### config.mk
export PLATFORM = sky130hd
export DESIGN_NAME = subblock_heat_replacement_core
export DESIGN_NICKNAME = d
export VERILOG_FILES = /design/src/rtl/core/shr_pkg.sv /design/src/rtl/core/subblock_heat_replacement_core.sv /design/src/rtl/core/shr_slot_store.sv
export SDC_FILE = /design/constraint.sdc
export NUM_CORES = 2
export LEC_CHECK = 0
export BUFFER_PORTS_ARGS = -buffer_cell sky130_fd_sc_hd__clkbuf_2
export CAP_MARGIN = 0
export CORE_MARGIN = 8
export CORE_UTILIZATION = 42
export DETAILED_ROUTE_END_ITERATION = 12
export PLACE_DENSITY = 0.54
export SYNTH_ARGS = -nofsm -noshare
export SYNTH_HDL_FRONTEND = slang
export SYNTH_HIERARCHICAL = 1
export SYNTH_SLANG_ARGS = --single-unit
### constraint.sdc
create_clock -name i_clk -period 5.8 [get_ports i_clk]
set_clock_uncertainty 0.15 [all_clocks]
set_input_delay 0.29 -clock i_clk [delete_from_list [all_inputs] [get_ports i_clk]]
set_output_delay 0.29 -clock i_clk [all_outputs]
set_load 0.02 [all_outputs]
### src/rtl/core/shr_pkg.sv
// Shared types, constants and helpers for the subblock heat replacement core.
// No dependencies.
package shr_pkg;

    localparam int WAYS   = 8;
    localparam int SUBS   = 4;
    localparam int SLOTS  = WAYS * SUBS;
    localparam int WAY_W  = (WAYS > 1) ? $clog2(WAYS) : 1;
    localparam int SLOT_W = WAY_W + 2;

    // operation codes
    localparam logic [1:0] MODE_WRITE  = 2'd0;
    localparam logic [1:0] MODE_VICTIM = 2'd1;
    localparam logic [1:0] MODE_HEAT   = 2'd2;

    // configuration register indexes
    localparam logic [2:0] CFG_THR_ONE   = 3'd0;
    localparam logic [2:0] CFG_THR_TWO   = 3'd1;
    localparam logic [2:0] CFG_THR_THREE = 3'd2;
    localparam logic [2:0] CFG_THR_FOUR  = 3'd3;

    localparam logic [31:0] THR_ONE_RST   = 32'd10000;
    localparam logic [31:0] THR_TWO_RST   = 32'd20000;
    localparam logic [31:0] THR_THREE_RST = 32'd30000;
    localparam logic [31:0] THR_FOUR_RST  = 32'd40000;

    // heat levels, hottest first
    localparam logic [7:0] HEAT_L0 = 8'h87;
    localparam logic [7:0] HEAT_L1 = 8'h69;
    localparam logic [7:0] HEAT_L2 = 8'h5f;
    localparam logic [7:0] HEAT_L3 = 8'h5a;
    localparam logic [7:0] HEAT_L4 = 8'h55;

    typedef struct packed {
        logic              en;
        logic [SLOT_W-1:0] addr;
        logic [31:0]       wtime;
        logic [7:0]        heat;
    } t_slot_wr;

    // place mask bits 3..0 at request bits 12, 8, 4, 0
    function automatic logic [15:0] spread_mask(input logic [3:0] m);
        logic [15:0] s;
        s     = '0;
        s[12] = m[3];
        s[8]  = m[2];
        s[4]  = m[1];
        s[0]  = m[0];
        return s;
    endfunction

endpackage

### src/rtl/core/subblock_heat_replacement_core.sv
// Subblock heat replacement core: replacement state for one cache set.
// Steps from accept to result: write touch does gap subtract, four threshold compares,
// update, result register; victim choice scans one way per cycle, then finish, result
// register; heat read and unused mode do finish, result register. Busy drops as o_done
// strobes, so the next one goes in then, not before. The receiver cannot stall results.
// Synchronous active-low reset clears masks and slot valid bits and reloads the thresholds.
module subblock_heat_replacement_core (
    input  logic        i_clk,
    input  logic        i_rst_n,
    input  logic        start,
    output logic        busy,
    input  logic        i_cfg_we,
    input  logic [2:0]  i_cfg_idx,
    input  logic [31:0] i_cfg_wdata,
    input  logic [1:0]  i_mode,
    input  logic [2:0]  i_way_index,
    input  logic [5:0]  i_byte_offset,
    input  logic [31:0] i_now_tick,
    input  logic [15:0] i_request_type,
    input  logic [1:0]  i_query_subblock,
    output logic        o_done,
    output logic [2:0]  o_victim_way,
    output logic [7:0]  o_heat_value,
    output logic [3:0]  o_way_written_mask
);

    // sequencer state codes
    localparam logic [2:0] S_IDLE = 3'd0;
    localparam logic [2:0] S_GAP  = 3'd1;
    localparam logic [2:0] S_CMP  = 3'd2;
    localparam logic [2:0] S_UPD  = 3'd3;
    localparam logic [2:0] S_SCAN = 3'd4;
    localparam logic [2:0] S_FIN  = 3'd5;

    localparam int WW = shr_pkg::WAY_W;

    logic [2:0]    r_state, n_state;
    logic [1:0]    r_mode, n_mode;
    logic [WW-1:0] r_way, n_way;
    logic          r_way_ok, n_way_ok;
    logic [1:0]    r_sub, n_sub;
    logic [31:0]   r_now, n_now;
    logic [15:0]   r_req, n_req;
    logic [31:0]   r_gap, n_gap;
    logic [1:0]    r_k, n_k;
    logic [3:0]    r_le, n_le;
    logic [WW-1:0] r_scan, n_scan;
    logic [WW-1:0] r_victim, n_victim;
    logic [3:0]    r_mask [shr_pkg::WAYS];
    logic [3:0]    n_mask [shr_pkg::WAYS];
    logic [31:0]   r_thr [4];
    logic [31:0]   n_thr [4];
    logic          r_done, n_done;
    logic [2:0]    r_victim_out, n_victim_out;
    logic [7:0]    r_heat_out, n_heat_out;
    logic [3:0]    r_mask_out, n_mask_out;

    logic                       accept;
    logic [shr_pkg::SLOT_W-1:0] rd_addr;
    logic [31:0]                rd_time;
    logic [7:0]                 rd_heat;
    shr_pkg::t_slot_wr          slot_wr;
    logic                       cmp_le;
    logic [7:0]                 new_heat;
    logic [3:0]                 upd_mask;
    logic                       scan_hit;

    assign accept = start && !busy;
    assign busy   = (r_state != S_IDLE);

    // address the slot store straight from the inputs so its read lands at accept
    assign rd_addr = {WW'(i_way_index),
                      (i_mode == shr_pkg::MODE_HEAT) ? i_query_subblock : i_byte_offset[5:4]};

    shr_slot_store u_store (
        .i_clk     (i_clk),
        .i_rst_n   (i_rst_n),
        .i_rd_addr (rd_addr),
        .o_rd_time (rd_time),
        .o_rd_heat (rd_heat),
        .i_wr      (slot_wr)
    );

    // shared compare unit: one threshold per cycle
    assign cmp_le = (r_gap <= r_thr[r_k]);

    // bins tested in order, the last match wins; one always matches
    always_comb begin
        new_heat = shr_pkg::HEAT_L4;
        if (r_le[0]) begin
            new_heat = shr_pkg::HEAT_L0;
        end
        if (!r_le[0] && r_le[1]) begin
            new_heat = shr_pkg::HEAT_L1;
        end
        if (!r_le[1] && r_le[2]) begin
            new_heat = shr_pkg::HEAT_L2;
        end
        if (!r_le[2] && r_le[3]) begin
            new_heat = shr_pkg::HEAT_L3;
        end
        if (!r_le[3]) begin
            new_heat = shr_pkg::HEAT_L4;
        end
    end

    // bit 3 stands for subblock 0
    assign upd_mask = r_mask[r_way] | (4'b1000 >> r_sub);
    assign scan_hit = ((r_req & shr_pkg::spread_mask(r_mask[r_scan])) == 16'd0);

    always_comb begin
        slot_wr.en    = (r_state == S_UPD);
        slot_wr.addr  = {r_way, r_sub};
        slot_wr.wtime = r_now;
        slot_wr.heat  = new_heat;
    end

    always_comb begin
        n_state      = r_state;
        n_mode       = r_mode;
        n_way        = r_way;
        n_way_ok     = r_way_ok;
        n_sub        = r_sub;
        n_now        = r_now;
        n_req        = r_req;
        n_gap        = r_gap;
        n_k          = r_k;
        n_le         = r_le;
        n_scan       = r_scan;
        n_victim     = r_victim;
        n_mask       = r_mask;
        n_thr        = r_thr;
        n_done       = 1'b0;
        n_victim_out = r_victim_out;
        n_heat_out   = r_heat_out;
        n_mask_out   = r_mask_out;

        // user writes configuration only while idle, not enforced; ignore unknown indexes
        if (i_cfg_we) begin
            case (i_cfg_idx)
                shr_pkg::CFG_THR_ONE:   n_thr[0] = i_cfg_wdata;
                shr_pkg::CFG_THR_TWO:   n_thr[1] = i_cfg_wdata;
                shr_pkg::CFG_THR_THREE: n_thr[2] = i_cfg_wdata;
                shr_pkg::CFG_THR_FOUR:  n_thr[3] = i_cfg_wdata;
                default: ;
            endcase
        end

        case (r_state)
            S_IDLE: begin
                if (accept) begin
                    n_mode   = i_mode;
                    n_way    = WW'(i_way_index);
                    n_way_ok = (32'(i_way_index) < 32'(shr_pkg::WAYS));
                    n_sub    = i_byte_offset[5:4];
                    n_now    = i_now_tick;
                    n_req    = i_request_type;
                    n_scan   = '0;
                    n_victim = '0;
                    if (i_mode == shr_pkg::MODE_WRITE && n_way_ok) begin
                        n_state = S_GAP;
                    end else if (i_mode == shr_pkg::MODE_VICTIM) begin
                        n_state = S_SCAN;
                    end else begin
                        n_state = S_FIN;
                    end
                end
            end
            S_GAP: begin
                // wrapping gap since the slot's last write
                n_gap   = r_now - rd_time;
                n_k     = 2'd0;
                n_state = S_CMP;
            end
            S_CMP: begin
                n_le[r_k] = cmp_le;
                n_k       = r_k + 2'd1;
                if (r_k == 2'd3) begin
                    n_state = S_UPD;
                end
            end
            S_UPD: begin
                n_mask[r_way] = upd_mask;
                n_done        = 1'b1;
                n_victim_out  = 3'd0;
                n_heat_out    = new_heat;
                n_mask_out    = upd_mask;
                n_state       = S_IDLE;
            end
            S_SCAN: begin
                // keep the last qualifying way
                if (scan_hit) begin
                    n_victim = r_scan;
                end
                if (r_scan == WW'(shr_pkg::WAYS - 1)) begin
                    n_state = S_FIN;
                end else begin
                    n_scan = r_scan + WW'(1);
                end
            end
            S_FIN: begin
                n_done       = 1'b1;
                n_victim_out = (r_mode == shr_pkg::MODE_VICTIM) ? 3'(r_victim) : 3'd0;
                n_heat_out   = (r_mode == shr_pkg::MODE_HEAT && r_way_ok) ? rd_heat : 8'd0;
                n_mask_out   = r_way_ok ? r_mask[r_way] : 4'd0;
                n_state      = S_IDLE;
            end
            default: begin
                n_state = S_IDLE;
            end
        endcase
    end

    // control state and configuration
    always_ff @(posedge i_clk) begin
        if (!i_rst_n) begin
            r_state <= S_IDLE;
            r_done  <= 1'b0;
            r_thr   <= '{shr_pkg::THR_ONE_RST, shr_pkg::THR_TWO_RST,
                         shr_pkg::THR_THREE_RST, shr_pkg::THR_FOUR_RST};
            for (int i = 0; i < shr_pkg::WAYS; i++) begin
                r_mask[i] <= 4'd0;
            end
        end else begin
            r_state <= n_state;
            r_done  <= n_done;
            r_thr   <= n_thr;
            r_mask  <= n_mask;
        end
    end

    // payload: hold the transaction and the result, no reset needed
    always_ff @(posedge i_clk) begin
        r_mode       <= n_mode;
        r_way        <= n_way;
        r_way_ok     <= n_way_ok;
        r_sub        <= n_sub;
        r_now        <= n_now;
        r_req        <= n_req;
        r_gap        <= n_gap;
        r_k          <= n_k;
        r_le         <= n_le;
        r_scan       <= n_scan;
        r_victim     <= n_victim;
        r_victim_out <= n_victim_out;
        r_heat_out   <= n_heat_out;
        r_mask_out   <= n_mask_out;
    end

    assign o_done             = r_done;
    assign o_victim_way       = r_victim_out;
    assign o_heat_value       = r_heat_out;
    assign o_way_written_mask = r_mask_out;

endmodule

### src/rtl/core/shr_slot_store.sv
// Per-subblock store: last write time and heat level, with per-slot valid bits.
// Depends on shr_pkg.
module shr_slot_store (
    input  logic                       i_clk,
    input  logic                       i_rst_n,
    input  logic [shr_pkg::SLOT_W-1:0] i_rd_addr,
    output logic [31:0]                o_rd_time,
    output logic [7:0]                 o_rd_heat,
    input  shr_pkg::t_slot_wr          i_wr
);

    logic [31:0]              mem_time [shr_pkg::SLOTS];
    logic [7:0]               mem_heat [shr_pkg::SLOTS];
    logic [shr_pkg::SLOTS-1:0] r_valid;
    logic [31:0]              r_rd_time;
    logic [7:0]               r_rd_heat;
    logic                     r_rd_valid;

    always_ff @(posedge i_clk) begin
        if (i_wr.en) begin
            mem_time[i_wr.addr] <= i_wr.wtime;
            mem_heat[i_wr.addr] <= i_wr.heat;
        end
        r_rd_time <= mem_time[i_rd_addr];
        r_rd_heat <= mem_heat[i_rd_addr];
    end

    always_ff @(posedge i_clk) begin
        if (!i_rst_n) begin
            r_valid    <= '0;
            r_rd_valid <= 1'b0;
        end else begin
            if (i_wr.en) begin
                r_valid[i_wr.addr] <= 1'b1;
            end
            r_rd_valid <= r_valid[i_rd_addr];
        end
    end

    // a slot never written reads as its reset value, zero
    assign o_rd_time = r_rd_valid ? r_rd_time : 32'd0;
    assign o_rd_heat = r_rd_valid ? r_rd_heat : 8'd0;

endmodule

### Word-level counts from Yosys, hierarchy flattened

Memory sizes are Yosys's and may differ from the RTL's. A register that Yosys moved wholly into a read port is not among the register bits.
Cells that the tools add are included.

* $add $sub $neg: 3
* magnitude comparators: 10
* eq/ne operators: 19
* shifts and indexed selects: 1
* mux-type cells: 47
* bitwise gates (word level): 6
* reductions and logical operators: 28

Operators by type and width (number)
* two-way mux 32 bit: 3
* binary-select mux 32 bit (select 2 bit): 1
* two-way mux 8 bit: 7
* bitwise mux 32 bit: 1
* less-or-equal comparator 32 bit: 1
* OR 32 bit: 1
* subtractor 32 bit: 1
* binary-select mux 4 bit (select 3 bit): 2
* two-way mux 3 bit: 8
* two-way mux 4 bit: 5
* case mux 3 bit (2 select lines): 3
* AND 16 x 13 -> 16 bit: 1
* logical NOT 16 bit: 1
* case mux 8 bit (2 select lines): 1
* demux 4 bit (select 3 bit): 1
* equality test 3 x 2 -> 1 bit, second input constant: 4
* < comparator 5 x 6 -> 1 bit, second input constant: 2
* case mux 3 bit (4 select lines): 1
* inequality test 2 bit, second input constant: 5
* AND reduction 2 bit: 5
* equality test 3 bit, second input constant: 3
* AND reduction 3 bit: 3
* >= comparator 4 bit, second input constant: 2
* inverter 3 -> 4 bit: 2
* 28 further kinds: 50

* register bits after elaboration: 311
* bits in writable memories: 1280
* input bits: 100
* output and inout port bits: 17
* word-level logic and storage cells: 145
* memories: 2

Memories
* u_store.mem_time: words 32, bits a word 32, read ports 1, clocked after memory_dff 1, write ports 1, line shr_slot_store.sv:12 `logic [31:0] mem_time [shr_pkg::SLOTS];`
* u_store.mem_heat: words 32, bits a word 8, read ports 1, clocked after memory_dff 1, write ports 1, line shr_slot_store.sv:13 `logic [7:0] mem_heat [shr_pkg::SLOTS];`

### Logic depth before layout (Yosys ltp)

* depth in word-level cells: 8
* mapped depth: 12
* mapped depth without buffers: 10

### Cells and area by module

Netlist, hierarchy kept.

By module, submodules not included
* shr_slot_store: times used 1, cells an instance 2041, area an instance 50822.5 um^2, seq. area each 39898.3 um^2
* subblock_heat_replacement_core: times used 1, cells an instance 1395, area an instance 13595.5 um^2, seq. area each 6346.1 um^2

### Least setup slack after synthesis

Ideal clock, no wire load.

* path type: reg2reg
* start point: register r_state[0]
* end point: memory u_store.mem_heat[12][0] (enable)
* library setup time: 439 ps
* arrival: 3146 ps
* data required time: 5211 ps
* path slack: 2065 ps
* cell stages (with the launch flop): 7
* path buffers: 2
* period minus slack after synthesis: 3735 ps
* path through: dfxtp_1 -> clkbuf_1 -> nand3_1 -> inv_1 -> or3b_2 -> clkbuf_1 -> nor2_1

RTL lines
* start, declared: line subblock_heat_replacement_core.sv:37 `logic [2:0] r_state, n_state;`
* start signal, assigned: line subblock_heat_replacement_core.sv:225 `r_state <= n_state;`
* end, declared: line shr_slot_store.sv:13

### Worst setup path after layout

* start point: register u_store.r_rd_valid
* end point: register r_gap[28] (data pin)

* cells in the longest elaborated chain, start to end: 2

Ends and longest elaborated chain
* start, declared: line shr_slot_store.sv:17 `logic r_rd_valid;`
* start signal, assigned: line shr_slot_store.sv:36 `r_rd_valid <= r_valid[i_rd_addr];`
* two-way mux 32 bit: line shr_slot_store.sv:41 `assign o_rd_time = r_rd_valid ? r_rd_time : 32'd0;`
* net rd_time[5]: line subblock_heat_replacement_core.sv:60 `logic [31:0] rd_time;`
* subtractor 32 bit: line subblock_heat_replacement_core.sv:171 `n_gap = r_now - rd_time;`
* end signal, assigned: line subblock_heat_replacement_core.sv:240 `r_gap <= n_gap;`
* end, declared: line subblock_heat_replacement_core.sv:44 `logic [31:0] r_gap, n_gap;`

The timed path passes the listed nets, and every way through them passes these cells.
A chain may end at the register's enable or synchronous reset.

==> reports/qor.yml <==
synth_cells: 3436
synth_area_leader_cell: "edfxtp_1"
layout_min_cycle_time_ns: 4.28
drive_gt1_share_pct: 25.8
synthFlopType: "edfxtp_1"
syn_area_sq_um: 64400
hpwlAfterDp_mm: 90.3
synth_edf_count: 1382
core_sq_um: 152000
hold_viol: 0
grt_first_pass_wirelength_mm: 238
power.total_mw: 24.9
ys_ff_latch: 1619
ir_drop_uv: 304
clockBufferDepth: 3
hold_path.class: "in -> reg"
area_growth_pct: 15.2
tns_ns: 0
synth.distinct_cells: 67
finalCritPeriodShare_pct: 73.8
vias: 33100
finalNonFillerCells: 5904
num-fill-cells: 12700
async_flop_share_pct: 0
setup_slack_ns: 1.52
cap_violations: 0
tritoncts_num_sinks: 1619
die_w_um: 408
antenna_found_initial: 7
setup_viol: 0
yosys_warnings: 6
p_leak_nw: 24.2
nets: 3908
r2r_slack_ns: 1.52
fmax_ghz: 0.234
path_class: "reg -> reg"
critical_path_peak_fanout: 21
synth_nets: 3606
cp_common_cell: "o21ai_0"
netlist_top_cells_area: "edfxtp_1, mux4_2, dfxtp_1"
worstPathArrival_ns: 4.58
die_area_sq_um: 166000
seq_area_frac_synth_pct: 71.8
cp.required_ns: 6.10
synth_top_area_share_pct: 64.4
slew_viol_final: 0
outcome: "complete, no violations"
dp_cells: 5502
dp_slack_ns: 1.69
drt_iter0_markers: 3050
fin_util_pct: 48.8
start_util_pct: 42.4
drc: 0
wl_mm: 165
cts_resized: 0
cts_buffers: 170
rsz0062_at_grt: "no"
ant_nets: 0
cts-root-buf: "clkbuf_16"
overflow: 0
grtUsageTotal_pct: 19.5
crit_path_end_kind: "register"
routedWlPerCell_um: 27.9
worstMarginPinSlew_ns: 1.23
clkLatencyLatePin_ns: 0.79
avgSynthCellArea_sq_um: 18.7
slew_headroom_pct: 18.0
cts_htree_levels: 4
critPathLaunchType: "register"
grt_start_max_net_pins: 79
io_pins: 117
die_h_um: 408
cts_tree: "yes"
io_buffers: 100
powerDensity_nw_per_um2: 336
critPathMaxStageDelay_ns: 0.89
dr.pass1.iters: 5
cpMaxStageDelayCell: "o311ai_0"
cp_cell_sequence: "buf_4 -> and2_1 -> inv_1 -> ha_1 -> o211ai_1 -> a21oi_1 -> o21ai_0 -> o21ai_0 -> o221ai_1 -> o311ai_0"
grt_pass1_vias: 33400
gp_congestion: 0.835
rows: 143
cts_setup_buffers: 0
clk_pin_slew_ns: 0.06
via_per_inst: 5.61
-- worst paths after layout --
| check | startpoint | cells past startpoint | end |
|---|---|---|---|
| worst max-delay path | u_store/r_rd_valid$_SDFF_PN0_ | 10 | r_gap[28]$_DFFE_PP_ |
| worst min-delay path | i_now_tick[30] | 2 | r_now[30]$_DFFE_PP_ |
| worst max register to register | u_store/r_rd_valid$_SDFF_PN0_ | 10 | r_gap[28]$_DFFE_PP_ |
| worst min register to register | r_thr[52]$_SDFFE_PN0P_ | 2 | r_thr[52]$_SDFFE_PN0P_ |
-- flip-flops by register name, indices dropped and copies added, names as in the netlist, 8 cells and up --
signal             flops
u_store/r_rd_heat      8
u_store/r_valid       32
u_store/mem_time    1024
r_gap                 32
o_heat_value           8
u_store/r_rd_time     32
r_thr                128
r_mask                32
r_now                 32
u_store/mem_heat     256
-- cell type report --
class	count	area, sq um	share of cell area, %
antenna	2	5.00	0.00675
clock inverter	72	513	0.691
multi-input combinational	1550	17300	23.4
clock buffer	234	4640	6.26
sequential	1619	46200	62.3
timing repair buffer	309	2570	3.46
tap	2030	2540	3.42
inverter	88	334	0.450
-- cell usage after synthesis, types with 9 or more instances --
cell / number
edfxtp_1: 1382
mux4_2: 446
nand2_1: 320
dfxtp_1: 237
clkbuf_1: 120
a21boi_0: 110
inv_1: 87
nor2_1: 74
ha_1: 69
and2_1: 63
a21oi_1: 56
mux2_2: 52
o21a_1: 43
nand3_1: 41
o21ai_0: 37
buf_2: 32
a21o_1: 22
nor2b_1: 21
xnor2_1: 20
mux2i_1: 16
o211a_1: 16
nand2b_1: 15
and3_1: 11
buf_1: 10
buf_4: 10
nand4_1: 10
nor3_1: 10
nand3b_1: 9
xor2_1: 9
-- power by group --
part	internal [mW]	total [mW]	switching (mW)
sequential	12.8	12.9	0.111
clock	5.70	10.2	4.47
combinational	0.793	1.83	1.04
total	19.3	24.9	5.62
-- cells by family (layout without fill, tap and decap cells) --
kind of cell    after synthesis  after routing  share of synthesized area [%]
buf+inv                     267            703                           1.74
xor+xnor                     29             29                          0.394
compound gates              340            340                           3.72
mux                         514            514                           16.8
simple gates                597            597                           4.24
fa+ha+maj                    70             70                           1.37
other cells                   0              2                              0
flops                      1619           1619                           71.8
-- layout by cell type (no fill, tap or decap), types with 20 or more instances in the layout --
cell type      netlist  final
nor2b_1             21     21
buf_12               0     20
inv_1               87     86
clkinv_1             1     29
nor2_4               0     33
o21a_1              43     43
nand3_1             41     41
nor2_1              74     40
and2_1              63     62
mux2_2              52     50
dlygate4sd3_1        0     94
a21oi_1             56     56
dfxtp_1            237    236
a21o_1              22     22
clkbuf_1           120     49
clkbuf_16            0    171
clkbuf_2             2     97
xnor2_1             20     20
nand2_1            320    319
clkinv_2             0     26
edfxtp_1          1382   1382
mux4_2             446    446
ha_1                69     69
a21boi_0           110    110
o21ai_0             37     36
buf_4               10     96
-- metal layers --
metal	routed length (um)	track usage, %	up-vias	part of all wire [%]
met2	78500	31.3	1015	48
met3	9380	3.38	222	5.7
met1	72800	27.5	17600	44
met5	0	0	-	0
li1	-	-	14300	-
met4	3840	5.35	0	2.3
-- worst max-delay path: cells and delay by family (launching register included) --
kind                     cells  cell delay, ns
AO/OA/AOI/OAI                6            2.18
flip-flops                   1            0.65
AND/OR/NAND/NOR              1            0.17
buffers and inverters        2            0.42
adder cells (fa/ha/maj)      1            0.35
-- through the flow --
stage / hold WS (ns) / instance area (sq um)
global placement: 0.291 / 68100
floorplan: 0.239 / 64400
CTS: 0.00235 / 74200
finish: 0.0723 / 74200
global route: 0.0246 / 74200
detailed placement: 0.299 / 68100
-- timing repair --
item | 4_1_cts | 5_1_grt
setup endpoints to repair | 0 | 0
hold endpoints to repair | 185 | 0
hold buffers | 94 | 0
Note: power is estimated with default switching activity, not from simulation.
